==> src/hw/rtl/dmlr_pkg.sv <==
// ----------------------------------------------------------------------------
// dmlr_pkg
// shared widths and divider request / response types for the downmix
// linear resampler
// ----------------------------------------------------------------------------
`default_nettype none

package dmlr_pkg;

    localparam int MAX_CHANNELS = 8;
    localparam int SAMPLE_BITS  = 24;
    localparam int FRAC_BITS    = 16;
    localparam int RUN_CAP      = 64;

    localparam int RATE_W  = 19;
    localparam int CNT_W   = 4;
    localparam int IDX_W   = 32;
    localparam int OUTS_W  = 40;
    localparam int SUM_W   = SAMPLE_BITS + 3;

    localparam int DIV_W   = 60;
    localparam int DIVR_W  = 20;
    localparam int STEP_W  = $clog2(DIV_W);

    localparam int RUN_W   = $clog2(RUN_CAP + 1);
    localparam int K_W     = $clog2(RUN_CAP);

    localparam logic [1:0] REG_CHANNEL_COUNT = 2'd0;
    localparam logic [1:0] REG_SOURCE_RATE   = 2'd1;
    localparam logic [1:0] REG_TARGET_RATE   = 2'd2;

    typedef struct packed {
        logic              start;
        logic [DIV_W-1:0]  dividend;
        logic [DIVR_W-1:0] divisor;
    } div_req_t;

    typedef struct packed {
        logic              done;
        logic [DIV_W-1:0]  quotient;
        logic [DIVR_W-1:0] remainder;
    } div_rsp_t;

endpackage

`default_nettype wire

==> src/hw/rtl/dmlr_div.sv <==
// ----------------------------------------------------------------------------
// dmlr_div
// restoring radix-2 divider, one quotient bit per cycle, shared by all
// divisions of the resampler
// ----------------------------------------------------------------------------
`default_nettype none

module dmlr_div
    import dmlr_pkg::*;
(
    input  wire logic     clk,
    input  wire logic     rst_n,
    input  wire div_req_t req,
    output div_rsp_t      rsp
);

    logic [DIV_W-1:0]  quo_reg;
    logic [DIVR_W:0]   rem_reg;
    logic [DIVR_W-1:0] dsr_reg;
    logic [STEP_W-1:0] step_reg;
    logic              busy_reg;
    logic              done_reg;

    logic [DIVR_W:0]   shifted;
    logic [DIVR_W+1:0] trial;

    assign shifted = {rem_reg[DIVR_W-1:0], quo_reg[DIV_W-1]};
    assign trial   = {1'b0, shifted} - {2'b00, dsr_reg};

    always_ff @(posedge clk or negedge rst_n)
    begin
        if (!rst_n)
        begin
            busy_reg <= 1'b0;
            done_reg <= 1'b0;
            step_reg <= '0;
        end
        else
        begin
            done_reg <= 1'b0;
            if (req.start)
            begin
                busy_reg <= 1'b1;
                step_reg <= '0;
            end
            else if (busy_reg)
            begin
                if (step_reg == STEP_W'(DIV_W - 1))
                begin
                    busy_reg <= 1'b0;
                    done_reg <= 1'b1;
                end
                step_reg <= step_reg + STEP_W'(1);
            end
        end
    end

    always_ff @(posedge clk)
    begin
        if (req.start)
        begin
            quo_reg <= req.dividend;
            rem_reg <= '0;
            dsr_reg <= req.divisor;
        end
        else if (busy_reg)
        begin
            if (!trial[DIVR_W+1])
            begin
                rem_reg <= trial[DIVR_W:0];
                quo_reg <= {quo_reg[DIV_W-2:0], 1'b1};
            end
            else
            begin
                rem_reg <= shifted;
                quo_reg <= {quo_reg[DIV_W-2:0], 1'b0};
            end
        end
    end

    assign rsp.done      = done_reg;
    assign rsp.quotient  = quo_reg;
    assign rsp.remainder = rem_reg[DIVR_W-1:0];

endmodule

`default_nettype wire

==> config.mk <==
export PLATFORM = sky130hd
export DESIGN_NAME = dmlr_div
export DESIGN_NICKNAME = d
export VERILOG_FILES = /design/src/hw/rtl/dmlr_pkg.sv /design/src/hw/rtl/dmlr_div.sv
export SDC_FILE = /design/constraint.sdc
export NUM_CORES = 1
export LEC_CHECK = 0
export ABC_AREA = 1
export BUFFER_PORTS_ARGS = -buffer_cell sky130_fd_sc_hd__buf_2
export CORE_ASPECT_RATIO = 1.5
export CORE_MARGIN = 2
export CORE_UTILIZATION = 45
export CTS_CLUSTER_DIAMETER = 50
export DETAILED_ROUTE_END_ITERATION = 8
export HOLD_SLACK_MARGIN = 0.06
export PLACE_DENSITY = 0.69
export SYNTH_ARGS = -nofsm -noshare
export SYNTH_HDL_FRONTEND = slang
export SYNTH_SLANG_ARGS = --single-unit
==> constraint.sdc <==
create_clock -name clk -period 2.4 [get_ports clk]
set_input_delay 0.12 -clock clk [delete_from_list [all_inputs] [get_ports clk]]
set_output_delay 0.12 -clock clk [all_outputs]
set_load 0.03 [all_outputs]
==> results of run 1 <==
path summary, 6_finish.rpt:
check                      slack [ns]     endpoint        start
setup / recovery                 0.24   quo_reg[0]  rem_reg[10]
hold / removal                   0.06   quo_reg[6]      req[26]
setup reg to reg                 0.24   quo_reg[0]  rem_reg[10]
hold reg to reg                  0.49   rem_reg[7]   rem_reg[7]
max in group asynchronous        2.08  step_reg[0]        rst_n
min in group asynchronous        0.15  step_reg[3]        rst_n
layer usage:
metal  track usage [%]  share of wire, %  vias up
met5                 0                 0        -
met4              10.7               3.8        0
met3              5.52               6.5       42
met2              43.2                53      194
met1              24.5                36     2591
li1                  -                 -     2864
Yosys cell counts (all sizes together):
cell / n
clkinv: 1
xor2: 1
o211ai: 1
dfrtp: 8
nor2: 35
buf: 7
ha: 21
nand3: 49
a22o: 1
nand4: 20
clkbuf: 16
fa: 1
edfxtp: 80
xnor2: 6
a21oi: 12
nand2: 354
and2: 1
o21ai: 12
nor3: 5
inv: 110
dfxtp: 20
worst min-delay path, cell delays in order:
cell and delay [ns]:
buf_2 0.08, nand2_1 0.04, nand2_1 0.06
timing repair:
action	CTS	global route
hold buffers	73	0
setup endpoints to repair	0	0
gates resized for setup	0	0
hold endpoints to repair	80	0
kinds of logic after synthesis:
logic type | Yosys count
buf+inv | 134
flops | 108
simple gates | 464
fa+ha+maj | 22
xor+xnor | 7
compound gates | 26
power groups by stage:
| stage | combinational (mW) | clock [mW] | sequential, mW |
|---|---|---|---|
| 6_report | 2.84 | 1.62 | 2.46 |
| 5_1_grt | 3.15 | 1.74 | 2.49 |
| 4_1_cts | 2.83 | 1.67 | 2.46 |
| 3_5_place_dp | 2.73 | 0 | 2.49 |
| 3_3_place_gp | 2.71 | 0 | 2.49 |
| 2_1_floorplan | 1.59 | 0 | 2.90 |
area by class of cell:
cell class                      instances  area (µm²)  area share (%)
Clock inverter                          6        96.3            1.20
Clock buffer                           10         229            2.86
Sequential cell                       108        3000            37.5
Inverter                              111         417            5.20
Multi-Input combinational cell        519        2410            30.2
Tap cell                              159         199            2.48
Timing Repair Buffer                  248        1650            20.6
stage by stage:
stage                     hold slack (ns)  total power, mW  worst slack [ns]
final                              0.0633             6.92             0.243
after global routing               0.0710             7.37            0.0691
after CTS                          0.0611             6.95             0.276
after detailed placement          -0.0213             5.22             0.288
after global placement            -0.0223             5.20             0.306
after floorplan                    -0.176             4.50             0.193
==> impl_metrics.tcl, run 1 <==
set metrics [dict create \
    status "completed" \
    max_stage_delay_ns 0.37 \
    combPwrFrac_pct 41.0 \
    cp.required_ns 2.50 \
    antenna_cells 0 \
    grt_pass1_wl_um 26000 \
    ir_drop_mv 0.449 \
    post-dp-hpwl_um 11500 \
    drc 0 \
    seq_area_frac_synth_pct 50.5 \
    drt-total-wl_um 16400 \
    synth-seq-cells 108 \
    area_growth_syn_to_layout_pct 34.7 \
    netlist_instances 761 \
    cts.clk_slew.worst_paths_ns 0.08 \
    yosysTopAreaCell "edfxtp_1" \
    synth_xor_xnor_area_share_pct 1.03 \
    worstPathArrival_ns 2.26 \
    sw_frac_of_total_pct 39.5 \
    antenna_found_initial 0 \
    largest_reg_flops 60 \
    tns_ns 0 \
    post-route-period-util_pct 89.9 \
    path_depth 9 \
    drive_gt1_share_pct 21.1 \
    critPathLaunchType "flip-flop" \
    criticalPathCategory "flip-flop to flip-flop" \
    final_common_cell "nand2_1" \
    synth_adder_area_share_pct 4.76 \
    wl_per_cell_um 14.2 \
    core_um2 13000 \
    hp-class "primary input to flip-flop" \
    die_w_um 97.8 \
    yosys_warnings 0 \
    final_cells 1161 \
    synth_compound_area_share_pct 2.55 \
    postSynthNetCount 866 \
    dpl_cell_area_um2 6950 \
    grt_overflow 0 \
    drt_pass1_iterations 5 \
    final_area_um2 8010 \
    die_y_um 145 \
    num-fill-cells 1175 \
    worst-path-buf-inv 1 \
    p_leak_nw 4.26 \
    rsz0062_at_grt "no" \
    io_pins 164 \
    dieArea_um2 14200 \
    io_buffers 163 \
    relSlewSlack_pct 62.1 \
    crit_path_frequent_cell "nand2_1" \
    routed_via_density 4.90 \
    setup_violations 0 \
    power.density_nw_per_um2 864 \
    grt.total_usage_pct 23.1 \
    p_clk_share_pct 23.5 \
    cts_setup_buffers 0 \
    clock_path_buffers 2 \
    drt_iter0_markers 233 \
    avgSynthCellArea_um2 7.81 \
    maxCapViolations 0 \
    grt_pass1_vias 5509 \
    path_cells "ha_1 > nand2_1 > inv_1 > a21oi_2 > nand2_1 > nand2_2 > nand3_4 > nand2_1 > nand2_1" \
    fin_crit_ns 2.16 \
    insertion_delay_ns 0.35 \
    hold_depth 3 \
    fin_util_pct 61.8 \
    seqPwrFrac_pct 35.5 \
    cp_top_family "simple AND/OR/NAND/NOR gates" \
    r2r_cells 9 \
    netlist_area_um2 5940 \
    numCtsBuffers 9 \
    slew_violations 0 \
    htree_num_levels 3 \
    crit_path_end_kind "flip-flop" \
    tritoncts "yes" \
    fmax_mhz 464 \
    clockRootBuffer "clkbuf_16" \
    synth_top_family_by_area "simple AND/OR/NAND/NOR gates" \
    p_sw_mw 2.73 \
    yosysUniqueCellTypes 33 \
    synth_top_area_share_pct 40.4 \
    placementRows 51 \
    initial_core_util_pct 45.9 \
    intPower_mw 4.19 \
    place_congestion 0.996 \
    cts_sinks 108 \
    yosys.area_share.simple_pct 32.3 \
    final_nets 1102 \
    synth_mux_area_share_pct 0 \
    tightest_slew_ns 0.568 \
    dpl.cell_count 1072 \
    grt_max_degree 65 \
    finalHoldViolCount 0 \
    skew_ns 0.0106 \
    synthTopCellsByArea "edfxtp_1 (40%), nand2_1 (22%), dfxtp_1 (6.7%)" \
    route.vias.total 5691 \
    final_cell_mix "nand2_1 (349), buf_2 (163), inv_1 (101)" \
    cp_slowest_cell "ha_1" \
    cp_max_fo 23 \
    detail-route-antenna-nets 0 \
]
Power figures use the tool's default switching activity.
==> inputs of run 2 (changes only) <==
==> config.mk (replaced) <==
export PLATFORM = sky130hd
export DESIGN_NAME = dmlr_div
export DESIGN_NICKNAME = d
export VERILOG_FILES = /design/src/hw/rtl/dmlr_pkg.sv /design/src/hw/rtl/dmlr_div.sv
export SDC_FILE = /design/constraint.sdc
export NUM_CORES = 1
export LEC_CHECK = 0
export CORE_ASPECT_RATIO = 1.5
export CORE_MARGIN = 2
export CORE_UTILIZATION = 45
export CTS_CLUSTER_DIAMETER = 50
export DETAILED_ROUTE_END_ITERATION = 8
export DONT_BUFFER_PORTS = 1
export HOLD_SLACK_MARGIN = 0.1
export PLACE_DENSITY = 0.59
export SYNTH_ARGS = -nofsm -noshare
export SYNTH_HDL_FRONTEND = slang
export SYNTH_SLANG_ARGS = --single-unit
==> run 2 against run 1 <==
Sequential power increased by 3%. Routed wire length decreased by 17%. Register-to-register slack got worse by 0.23 ns. Critical endpoint is now rem_reg[1]. Global-route usage decreased by 1.9 points. Largest power group is now registers. Die area decreased by 8.7%.
==> impl_metrics.tcl, run 2 <==
set metrics [dict create \
    status "completed" \
    tightest_slew_ns 0.525 \
    die_y_um 138 \
    critPathLaunchType "flip-flop" \
    grt.total_usage_pct 21.3 \
    detail-route-antenna-nets 0 \
    hp-class "primary input to asynchronous set/reset pin" \
    synthFlopType "edfxtp_1" \
    synthTopCellsByArea "edfxtp_1 (44%), mux2_2 (12%), dfxtp_1 (7.4%)" \
    grt_pass1_vias 4181 \
    path_cells "inv_2 > ha_4 > and2_4 > nor2b_4 > nand4bb_1 > a311o_1 > a31o_4 > buf_6 > mux2i_1 > a22o_1" \
    final_common_cell "dlygate4sd3_1" \
    drt-total-wl_um 13600 \
    maxCapViolations 0 \
    hold_ws_ns 0.120 \
    grt_max_degree 89 \
    route.vias.total 3928 \
    clockRootBuffer "clkbuf_16" \
    htree_num_levels 3 \
    post-dp-hpwl_um 9050 \
    cts.clk_slew.worst_paths_ns 0.08 \
    skew_ns 0.00541 \
    reg2reg_slack_ns 0.01 \
    synth_top_area_share_pct 44.4 \
    fin_crit_ns 2.39 \
    dp_slack_ns -0.181 \
    finalHoldViolCount 0 \
    fmax_mhz 419 \
    die_w_um 93.5 \
    power.density_nw_per_um2 694 \
    drt_iter0_markers 167 \
    antenna_found_initial 0 \
    placementRows 49 \
    post-route-period-util_pct 99.4 \
    relSlewSlack_pct 64.9 \
    final_nets 678 \
    synth_top_cells_by_count "edfxtp_1 (80), mux2_2 (60), nand2_1 (35)" \
    yosysMostFrequentCell "edfxtp_1" \
    drt_pass1_iterations 4 \
    wl_per_cell_um 18.6 \
    grt_overflow 0 \
    max_stage_delay_ns 0.41 \
    netlist_instances 433 \
    cp_top_family "compound AO/OA/AOI/OAI gates" \
    routed_via_density 5.37 \
    dpl.cell_count 623 \
    netlist_area_um2 5410 \
    cp_max_fo 6 \
    tns_ns 0 \
    setup_violations 0 \
    rsz0062_at_grt "yes" \
    cts_sinks 108 \
    avgSynthCellArea_um2 12.5 \
    fin_ws_ns 0.0134 \
    synth-edff-count 80 \
    initial_core_util_pct 45.7 \
    synth-seq-cells 108 \
    yosysTopAreaCell "edfxtp_1" \
    p_leak_nw 2.92 \
    crit_path_end_kind "flip-flop" \
    core_um2 11800 \
    area_growth_syn_to_layout_pct 35.3 \
    drive_gt1_share_pct 30.4 \
    synth-async-reset-ratio_pct 7.41 \
    antenna_cells 0 \
    final_cell_mix "dlygate4sd3_1 (87), edfxtp_1 (80), mux2_2 (60)" \
    clock_path_buffers 2 \
    cp_slowest_cell "a311o_1" \
    slew_violations 0 \
    worst-path-buf-inv 2 \
    numCtsBuffers 9 \
    ir_drop_mv 0.448 \
    drc 0 \
    grt_pass1_wl_um 21400 \
    largest_reg_flops 60 \
    place_congestion 0.892 \
    worstPathArrival_ns 2.63 \
    yosysUniqueCellTypes 53 \
    insertion_delay_ns 0.35 \
    dieArea_um2 12900 \
    postSynthNetCount 538 \
    criticalPathCategory "flip-flop to flip-flop" \
    tritoncts "yes" \
    io_buffers 0 \
    yosys_warnings 0 \
    cp.required_ns 2.65 \
    final_cells 731 \
    io_pins 164 \
    seq_area_frac_synth_pct 55.5 \
]
-- run 2: changes by cell type after synthesis, moves of 7 or more --
cell     previous run  this run
nand2_1           349        35
inv_1             103        22
mux2_2              0        60
nand3_1            47         5
o21ai_0             5        22
nand4_1            20         4
a21oi_1            10        19
nor2_1             32        24
inv_2               7         0
mux2i_1             0         7
o21ai_1             7         0
-- run 2: path summary, 6_finish.rpt --
check,start,depth (start not counted),endpoint
max,dsr_reg[16],10,rem_reg[1]
min,rst_n,1,step_reg[5]
max reg2reg,dsr_reg[16],10,rem_reg[1]
min reg2reg,rem_reg[0],1,rem_reg[0]
max in group asynchronous,rst_n,1,step_reg[2]
min in group clk,req[80],3,rem_reg[18]
-- run 2: power by group --
part | leakage, nW | switching [mW] | total (mW) | internal (mW)
registers | 1.10 | 0.335 | 2.54 | 2.21
logic | 1.68 | 0.527 | 1.08 | 0.554
clock network | 0.137 | 0.724 | 1.45 | 0.728
total | 2.92 | 1.59 | 5.08 | 3.49
-- run 2: metal layers --
metal | vias to the layer above | track usage (%) | share of wire, %
met2 | 145 | 37.0 | 54
met4 | 0 | 9.37 | 2.8
met5 | - | 0 | 0
met1 | 1873 | 23.3 | 36
li1 | 1883 | - | -
met3 | 27 | 6.70 | 7.2
-- run 2: stage by stage --
stage / utilization, % / cell area [µm²] / total power [mW]
after CTS: 60.7 / 7180 / 5.05
after detailed placement: 50.5 / 5970 / 3.44
after global routing: 61.8 / 7320 / 5.28
after floorplan: - / 5460 / 3.17
final: 61.8 / 7320 / 5.08
after global placement: 50.5 / 5970 / 3.43
-- run 2: repair_timing --
item,CTS,global route
pin swaps,3,10
setup endpoints to repair,20,21
resized for setup,6,32
hold buffers,88,0
hold endpoints to repair,125,0
buffers inserted,1,3
-- run 2: area by class of cell --
type / instances / area [µm²]
Fill cell: 971 / 4510
Sequential cell: 108 / 3010
Multi-Input combinational cell: 284 / 2370
Timing Repair Buffer: 148 / 1380
Clock buffer: 10 / 229
Tap cell: 153 / 191
Inverter: 22 / 82.6
Clock inverter: 6 / 56.3
-- run 2: kinds of logic (layout without fill, tap and decap cells) --
kind of cell	after synthesis	in the layout	share of synthesized area [%]
DFF	108	108	55.5
and+or+nand+nor	89	89	7.63
AOI/OAI and AO/OA	88	88	11.4
muxes	67	67	13.8
buffers and inverters	41	186	3.54
adders and majority gates	22	22	5.23
xor gates and xnor gates	18	18	2.91
